<file path="src/sv/tpf_pkg.sv">
package tpf_pkg;

  // physical buffer geometry
  localparam int FB_WIDTH    = 128;
  localparam int FB_HEIGHT   = 64;
  localparam int FB_PAGES    = (FB_HEIGHT + 7) / 8;
  localparam int STORE_BYTES = FB_WIDTH * FB_PAGES;
  localparam int ADDR_W      = $clog2(STORE_BYTES);
  // width of the unclipped byte address sum
  localparam int AF_W        = ADDR_W + 9;

  // command codes
  localparam logic [2:0] CMD_CLEAR = 3'd0;
  localparam logic [2:0] CMD_PIXEL = 3'd1;
  localparam logic [2:0] CMD_HRUN  = 3'd2;
  localparam logic [2:0] CMD_VRUN  = 3'd3;
  localparam logic [2:0] CMD_RECT  = 3'd4;
  localparam logic [2:0] CMD_GLYPH = 3'd5;
  localparam logic [2:0] CMD_READ  = 3'd6;
  localparam logic [2:0] CMD_CLEAN = 3'd7;

  // configuration register indexes
  localparam int CFG_IDX_W = 2;
  localparam logic [CFG_IDX_W-1:0] REG_VIS_W = 2'd0;
  localparam logic [CFG_IDX_W-1:0] REG_VIS_H = 2'd1;
  localparam logic [CFG_IDX_W-1:0] REG_X_OFF = 2'd2;
  localparam logic [CFG_IDX_W-1:0] REG_Y_OFF = 2'd3;

  // configuration reset values
  localparam logic [7:0] VIS_W_RST = 8'd72;
  localparam logic [6:0] VIS_H_RST = 7'd40;
  localparam logic [6:0] X_OFF_RST = 7'd28;
  localparam logic [5:0] Y_OFF_RST = 6'd24;

  typedef struct packed {
    logic [7:0] vis_w;
    logic [6:0] vis_h;
    logic [6:0] x_off;
    logic [5:0] y_off;
  } cfg_t;

  // result of mapping one logical point onto the store
  typedef struct packed {
    logic              in_win;
    logic              in_buf;
    logic [ADDR_W-1:0] addr;
    logic [7:0]        mask;
  } plot_t;

  // single port store request
  typedef struct packed {
    logic              we;
    logic [ADDR_W-1:0] addr;
    logic [7:0]        wdata;
  } mem_req_t;

  // five columns, bit r of a column is row r
  typedef logic [0:4][7:0] shape_t;

  localparam shape_t FONT [36] = '{
    '{8'h3E, 8'h51, 8'h49, 8'h45, 8'h3E}, '{8'h00, 8'h42, 8'h7F, 8'h40, 8'h00},
    '{8'h42, 8'h61, 8'h51, 8'h49, 8'h46}, '{8'h21, 8'h41, 8'h45, 8'h4B, 8'h31},
    '{8'h18, 8'h14, 8'h12, 8'h7F, 8'h10}, '{8'h27, 8'h45, 8'h45, 8'h45, 8'h39},
    '{8'h3C, 8'h4A, 8'h49, 8'h49, 8'h30}, '{8'h01, 8'h71, 8'h09, 8'h05, 8'h03},
    '{8'h36, 8'h49, 8'h49, 8'h49, 8'h36}, '{8'h06, 8'h49, 8'h49, 8'h29, 8'h1E},
    '{8'h7E, 8'h11, 8'h11, 8'h11, 8'h7E}, '{8'h7F, 8'h49, 8'h49, 8'h49, 8'h36},
    '{8'h3E, 8'h41, 8'h41, 8'h41, 8'h22}, '{8'h7F, 8'h41, 8'h41, 8'h22, 8'h1C},
    '{8'h7F, 8'h49, 8'h49, 8'h49, 8'h41}, '{8'h7F, 8'h09, 8'h09, 8'h09, 8'h01},
    '{8'h3E, 8'h41, 8'h49, 8'h49, 8'h7A}, '{8'h7F, 8'h08, 8'h08, 8'h08, 8'h7F},
    '{8'h00, 8'h41, 8'h7F, 8'h41, 8'h00}, '{8'h20, 8'h40, 8'h41, 8'h3F, 8'h01},
    '{8'h7F, 8'h08, 8'h14, 8'h22, 8'h41}, '{8'h7F, 8'h40, 8'h40, 8'h40, 8'h40},
    '{8'h7F, 8'h02, 8'h0C, 8'h02, 8'h7F}, '{8'h7F, 8'h04, 8'h08, 8'h10, 8'h7F},
    '{8'h3E, 8'h41, 8'h41, 8'h41, 8'h3E}, '{8'h7F, 8'h09, 8'h09, 8'h09, 8'h06},
    '{8'h3E, 8'h41, 8'h51, 8'h21, 8'h5E}, '{8'h7F, 8'h09, 8'h19, 8'h29, 8'h46},
    '{8'h46, 8'h49, 8'h49, 8'h49, 8'h31}, '{8'h01, 8'h01, 8'h7F, 8'h01, 8'h01},
    '{8'h3F, 8'h40, 8'h40, 8'h40, 8'h3F}, '{8'h1F, 8'h20, 8'h40, 8'h20, 8'h1F},
    '{8'h3F, 8'h40, 8'h38, 8'h40, 8'h3F}, '{8'h63, 8'h14, 8'h08, 8'h14, 8'h63},
    '{8'h07, 8'h08, 8'h70, 8'h08, 8'h07}, '{8'h61, 8'h51, 8'h49, 8'h45, 8'h43}
  };

  localparam shape_t SHAPE_FALLBACK = '{8'h7E, 8'h09, 8'h09, 8'h00, 8'h06};
  localparam shape_t SHAPE_BLANK    = '{8'h00, 8'h00, 8'h00, 8'h00, 8'h00};
  localparam shape_t SHAPE_DOTS     = '{8'h00, 8'h36, 8'h36, 8'h00, 8'h00};
  localparam shape_t SHAPE_DASH     = '{8'h08, 8'h08, 8'h08, 8'h08, 8'h08};
  localparam shape_t SHAPE_SLASH    = '{8'h40, 8'h30, 8'h08, 8'h06, 8'h01};

  // character code to glyph, lower case folded onto upper case
  function automatic shape_t glyph_shape(input logic [7:0] code);
    logic [7:0] c;
    shape_t     s;
    c = code;
    if (c >= 8'h61 && c <= 8'h7A) begin
      c = c - 8'h20;
    end
    if (code == 8'h20) begin
      s = SHAPE_BLANK;
    end else if (code >= 8'h30 && code <= 8'h39) begin
      s = FONT[6'(code - 8'h30)];
    end else if (c >= 8'h41 && c <= 8'h5A) begin
      s = FONT[6'(c - 8'h41) + 6'd10];
    end else if (c == 8'h3A || c == 8'h2E) begin
      s = SHAPE_DOTS;
    end else if (c == 8'h2D || c == 8'h5F) begin
      s = SHAPE_DASH;
    end else if (c == 8'h2F) begin
      s = SHAPE_SLASH;
    end else begin
      s = SHAPE_FALLBACK;
    end
    return s;
  endfunction

endpackage

</file>
<file path="src/sv/tpf_plot.sv">
module tpf_plot (
  input  logic signed [10:0] px,
  input  logic signed [10:0] py,
  input  tpf_pkg::cfg_t      cfg,
  output tpf_pkg::plot_t     plot
);

  logic                         win;
  logic [8:0]                   phys_x;
  logic [7:0]                   phys_y;
  logic [tpf_pkg::AF_W-1:0]     row_base;
  logic [tpf_pkg::AF_W-1:0]     addr_full;
  logic                         buf_ok;

  // clip to the logical window
  assign win = !px[10] && !py[10] &&
               (px < $signed({3'b000, cfg.vis_w})) &&
               (py < $signed({4'b0000, cfg.vis_h}));

  // shift to physical coordinates, values are small once inside the window
  assign phys_x = {1'b0, px[7:0]} + {2'b00, cfg.x_off};
  assign phys_y = {1'b0, py[6:0]} + {2'b00, cfg.y_off};

  // page layout byte address
  assign row_base  = tpf_pkg::AF_W'(phys_y[7:3]) * tpf_pkg::AF_W'(tpf_pkg::FB_WIDTH);
  assign addr_full = row_base + tpf_pkg::AF_W'(phys_x);

  // clip to the physical buffer
  assign buf_ok = (32'(phys_x) < 32'(tpf_pkg::FB_WIDTH)) &&
                  (32'(phys_y) < 32'(tpf_pkg::FB_HEIGHT)) &&
                  (32'(addr_full) < 32'(tpf_pkg::STORE_BYTES));

  always_comb begin
    plot.in_win = win;
    plot.in_buf = buf_ok;
    plot.addr   = addr_full[tpf_pkg::ADDR_W-1:0];
    plot.mask   = 8'h01 << phys_y[2:0];
  end

endmodule

</file>
<file path="config.mk">
export PLATFORM = sky130hd
export DESIGN_NAME = tpf_plot
export DESIGN_NICKNAME = d
export VERILOG_FILES = /design/src/sv/tpf_pkg.sv /design/src/sv/tpf_plot.sv
export SDC_FILE = /design/constraint.sdc
export NUM_CORES = 1
export LEC_CHECK = 0
export BUFFER_PORTS_ARGS = -buffer_cell sky130_fd_sc_hd__buf_2
export CORE_MARGIN = 2
export CORE_UTILIZATION = 40
export DETAILED_ROUTE_END_ITERATION = 12
export PLACE_DENSITY = 0.77
export SLEW_MARGIN = 20
export SYNTH_ARGS = -nofsm -noshare
export SYNTH_HDL_FRONTEND = slang
export SYNTH_SLANG_ARGS = --single-unit
</file>
<file path="constraint.sdc">
create_clock -name vclk -period 3.31
set_input_delay 0 -clock vclk [all_inputs]
set_output_delay 0 -clock vclk [all_outputs]
set_load 0.03 [all_outputs]
</file>
# Yosys cells after proc, flatten, opt, wreduce, memory -nomap -nowiden
# Cells that the tools add are included.
# totals
reg_bits	0
latch_bits	0
ram_bits	0
rom_bits	0
in_bits	50
output_inout_bits	20
wordCells	16
memories	0
# classes
addsub	3
multipliers	0
div_mod_pow	0
magnitude_cmp	5
eq_ne	0
n_shift	1
mux	0
bitwise	0
reduce_logical	7
# ops
cell	count
12-bit by 9-bit adder with 13-bit output	1
13-bit by 11-bit less-than comparator with 1-bit output (second input constant)	1
11-bit by 8-bit less-than comparator with 1-bit output	1
11-bit by 9-bit less-than comparator with 1-bit output	1
8-bit by 7-bit adder with 9-bit output	1
9-bit by 8-bit less-than comparator with 1-bit output (second input constant)	1
7-bit by 6-bit adder with 8-bit output	1
8-bit by 7-bit less-than comparator with 1-bit output (second input constant)	1
1-bit by 3-bit << shifter with 8-bit output (first input constant)	1
1-bit logical AND	5
1-bit zero test	2

# Logic depth before layout (Yosys ltp)
# depth
word_depth	4
ltp_mapped	11
mapped_depth_nobuf	10

# Least setup slack after synthesis
# No wires, ideal clock.
# synth_timing
path_kind	input port to output port
start	in px[0]
end	out plot[18] (netlist name)
arrival_time_ns	2.363
required_ns	3.310
setup_slack_ns	0.947
path_stages	11
n_path_buf	1
cell_sequence	ha_1 -> inv_1 -> fa_1 -> nor2b_4 -> o31a_1 -> or2_0 -> o311a_1 -> ha_1 -> a21o_1 -> a2111oi_2 -> buf_4
# synth_between
elab_chain_cells	4
word_cells_on_any_way	6
classes_between	add/sub (2); order compare (2); reduce/logical (2)
# synth_lines
element	line_no	text
start, declared	tpf_plot.sv:2	input logic signed [10:0] px,
8-bit by 7-bit adder with 9-bit output (*)	tpf_plot.sv:21	assign phys_x = {1'b0, px[7:0]} + {2'b00, cfg.x_off};
12-bit by 9-bit adder with 13-bit output or 9-bit by 8-bit less-than comparator with 1-bit output (tied branches)	tpf_plot.sv:26, tpf_plot.sv:29	
13-bit by 11-bit less-than comparator with 1-bit output or 1-bit logical AND (tied branches)	tpf_plot.sv:31, tpf_plot.sv:29	
1-bit logical AND (*)	tpf_plot.sv:30	(32'(phys_y) < 32'(tpf_pkg::FB_HEIGHT)) &&
end, declared	tpf_plot.sv:5	output tpf_pkg::plot_t plot
# Every way passes the cells marked *; elsewhere a longest branch is shown, timed or not.

==> results.py <==
metrics = {
    "route": {
        "vias_per_cell": 5.230,
        "drt_iter0_markers": 11,
        "vias": 1203,
        "routed_wl_mm": 2.424,
        "post-route-drc-count": 0,
        "firstDrtPassIters": 4,
        "final_antenna_net_count": 0,
        "detail_route.wl_per_cell_um": 10.54,
    },
    "worst_setup_path": {
        "startpoint": "px[0]",
        "cp.arrival_ns": 2.62,
        "worstSetupPathType": "in -> out",
        "slowest_stage": "o311a_1",
        "cp_cell_sequence": "buf_2 -> ha_1 -> inv_1 -> fa_1 -> nor2b_4 -> o31a_1 -> or2_0 -> o311a_1 -> ha_1 -> a21o_1 -> a2111oi_2 -> buf_2",
        "crit_fanout": 3,
        "crit_required_ns": 3.31,
        "end_kind": "primary output",
        "cp_slowest_stage_delay_ns": 0.37,
        "start_kind": "input port",
    },
    "grt": {
        "grt_pass1_wl_mm": 3.870,
        "track_usage_pct": 16.98,
        "antenna_found_initial": 0,
        "grt_pass1_vias": 1052,
        "grt_overflow_total": 0,
        "grt_max_degree": 6,
    },
    "floorplanning": {
        "die_w_um": 54.09,
        "io_pins": 70,
        "fp-row-count": 18,
        "initial_core_util_pct": 41.26,
        "die_area_um2": 2925,
        "core_um2": 2432,
        "die_y_um": 54.09,
    },
    "yosys": {
        "synth_top_cell_area_share_pct": 34.91,
        "synth_top_cell_by_area": "ha_1",
        "synth_cells": 132,
        "avgSynthCellArea_um2": 7.602,
        "ys_seq_area_share_pct": 0,
        "yosys-top-cells-area": "ha_1 (35%), inv_1 (7.5%), a21oi_1 (6.0%)",
        "synthesis.area_um2": 1003,
        "yosysMostFrequentCell": "ha_1",
        "yosys-top-cells-count": "ha_1 (28), inv_1 (20), a21oi_1 (12)",
        "ys_types": 31,
        "ys_warn_count": 0,
        "synth_nets": 213,
    },
    "placed_design": {
        "hpwl_mm": 2.294,
        "gp_congestion": 0.7024,
        "place_area_um2": 1376,
        "port_buffers": 70,
    },
    "sta": {
        "max_freq_mhz": 382.4,
        "rsz0062_at_grt": "no",
        "timing.hold.ws_ns": 0.3604,
        "finalSetupViolations": 0,
        "worstMarginPinSlew_ns": 0.3674,
        "min_period_over_period_pct": 79.00,
        "finalCriticalPeriod_ns": 2.615,
        "setup_tns_ns": 0,
        "hold_viol_final": 0,
        "finalMaxSlewViolations": 0,
        "max-slew-margin-rel_pct": 74.87,
    },
    "pwr": {
        "leakagePower_nw": 0.8024,
        "switching_share_pct": 61.89,
        "seq_power_share_pct": 0,
        "p_sw_uw": 202.8,
        "power_density_nw_per_um2": 238.0,
        "intPower_uw": 124.8,
        "ir_drop_uv": 139.3,
        "pwr-share-comb_pct": 100.0,
        "clockPowerShare_pct": 0,
    },
    "cells_and_area": {
        "fin_area_um2": 1376,
        "fill_cells": 267,
        "multi_input_area_um2": 913.4,
        "seq_area_um2": 0,
        "area_growth_pct": 37.16,
        "n_sequential_cell": 0,
        "n_clock_buffer": 0,
        "n_antenna_cell": 0,
        "layout-drive-gt1-share_pct": 36.00,
        "nets": 283,
    },
    "status": {
        "status": "completed",
    },
    "job": {
        "cap_violations": 0,
    },
    "hold_path": {
        "min_from": "cfg[6]",
        "whs_path_depth": 3,
        "hold_class": "in -> out",
    },
    "clock_tree": {
        "post-cts-setup-buffers": 0,
        "cts_resized": 0,
        "holdBufCountCts": 0,
    },
}
[power by group through the flow]
stage                     Clock (mW)  Combinational, mW  Sequential (mW)
final                              0              0.328                0
after global routing               0              0.363                0
after CTS                          0              0.331                0
after detailed placement           0              0.330                0
after global placement             0              0.327                0
after floorplan                    0              0.241                0
[cells in the final DEF, fill, tap and decap left out, types with 3 or more instances in the layout]
cell	count
a211oi_1	3
a21oi_1	12
ha_1	28
xor2_1	4
nor2_1	11
nor3_1	5
buf_2	70
nand2b_1	5
a21o_1	3
inv_1	20
o21ai_0	7
fa_1	3
xnor2_1	6
nand2_1	3
[critical path: cells and delay by family]
kind | cells | cell delay (ns)
AOI/OAI and AO/OA | 4 | 1.14
adders and majority gates | 3 | 0.78
buffers and inverters | 3 | 0.42
and+or+nand+nor | 2 | 0.28
[area by class of cell]
| class | instances | share of cell area (%) |
|---|---|---|
| Multi-Input combinational cell | 110 | 66.36 |
| Timing Repair Buffer | 70 | 25.45 |
| Tap cell | 30 | 2.727 |
| Inverter | 20 | 5.455 |
[routing by layer]
| layer | track usage (%) | vias up | part of all wire (%) |
|---|---|---|---|
| met2 | 34.15 | 51 | 50 |
| met1 | 19.87 | 544 | 42 |
| met3 | 0.8333 | 0 | 8.2 |
| li1 | - | 608 | - |
| met5 | 0 | - | 0 |
| met4 | 2.083 | 0 | 0 |
[path summary, 6_finish.rpt]
check / to / slack [ns]
worst max-delay path: plot[18] / 0.69
worst min-delay path: plot[8] / 0.36
[cells by family after synthesis]
logic type,Yosys count,share of synthesized area [%]
AOI/OAI and AO/OA,37,24.56
and+or+nand+nor,32,16.83
adders and majority gates,31,40.90
buffers and inverters,22,8.977
xor gates and xnor gates,10,8.728
[metrics by stage]
step	total power [mW]	std cells	setup WS (ns)	utilization, %
4_1_cts	0.3313	230	0.6725	56.58
6_report	0.3276	230	0.6950	56.58
2_1_floorplan	0.2407	132	0.9475	-
3_3_place_gp	0.3266	230	0.6932	56.58
5_1_grt	0.3633	230	0.4917	56.58
3_5_place_dp	0.3301	230	0.6667	56.58
No activity file was read; power rests on OpenSTA's default activity.
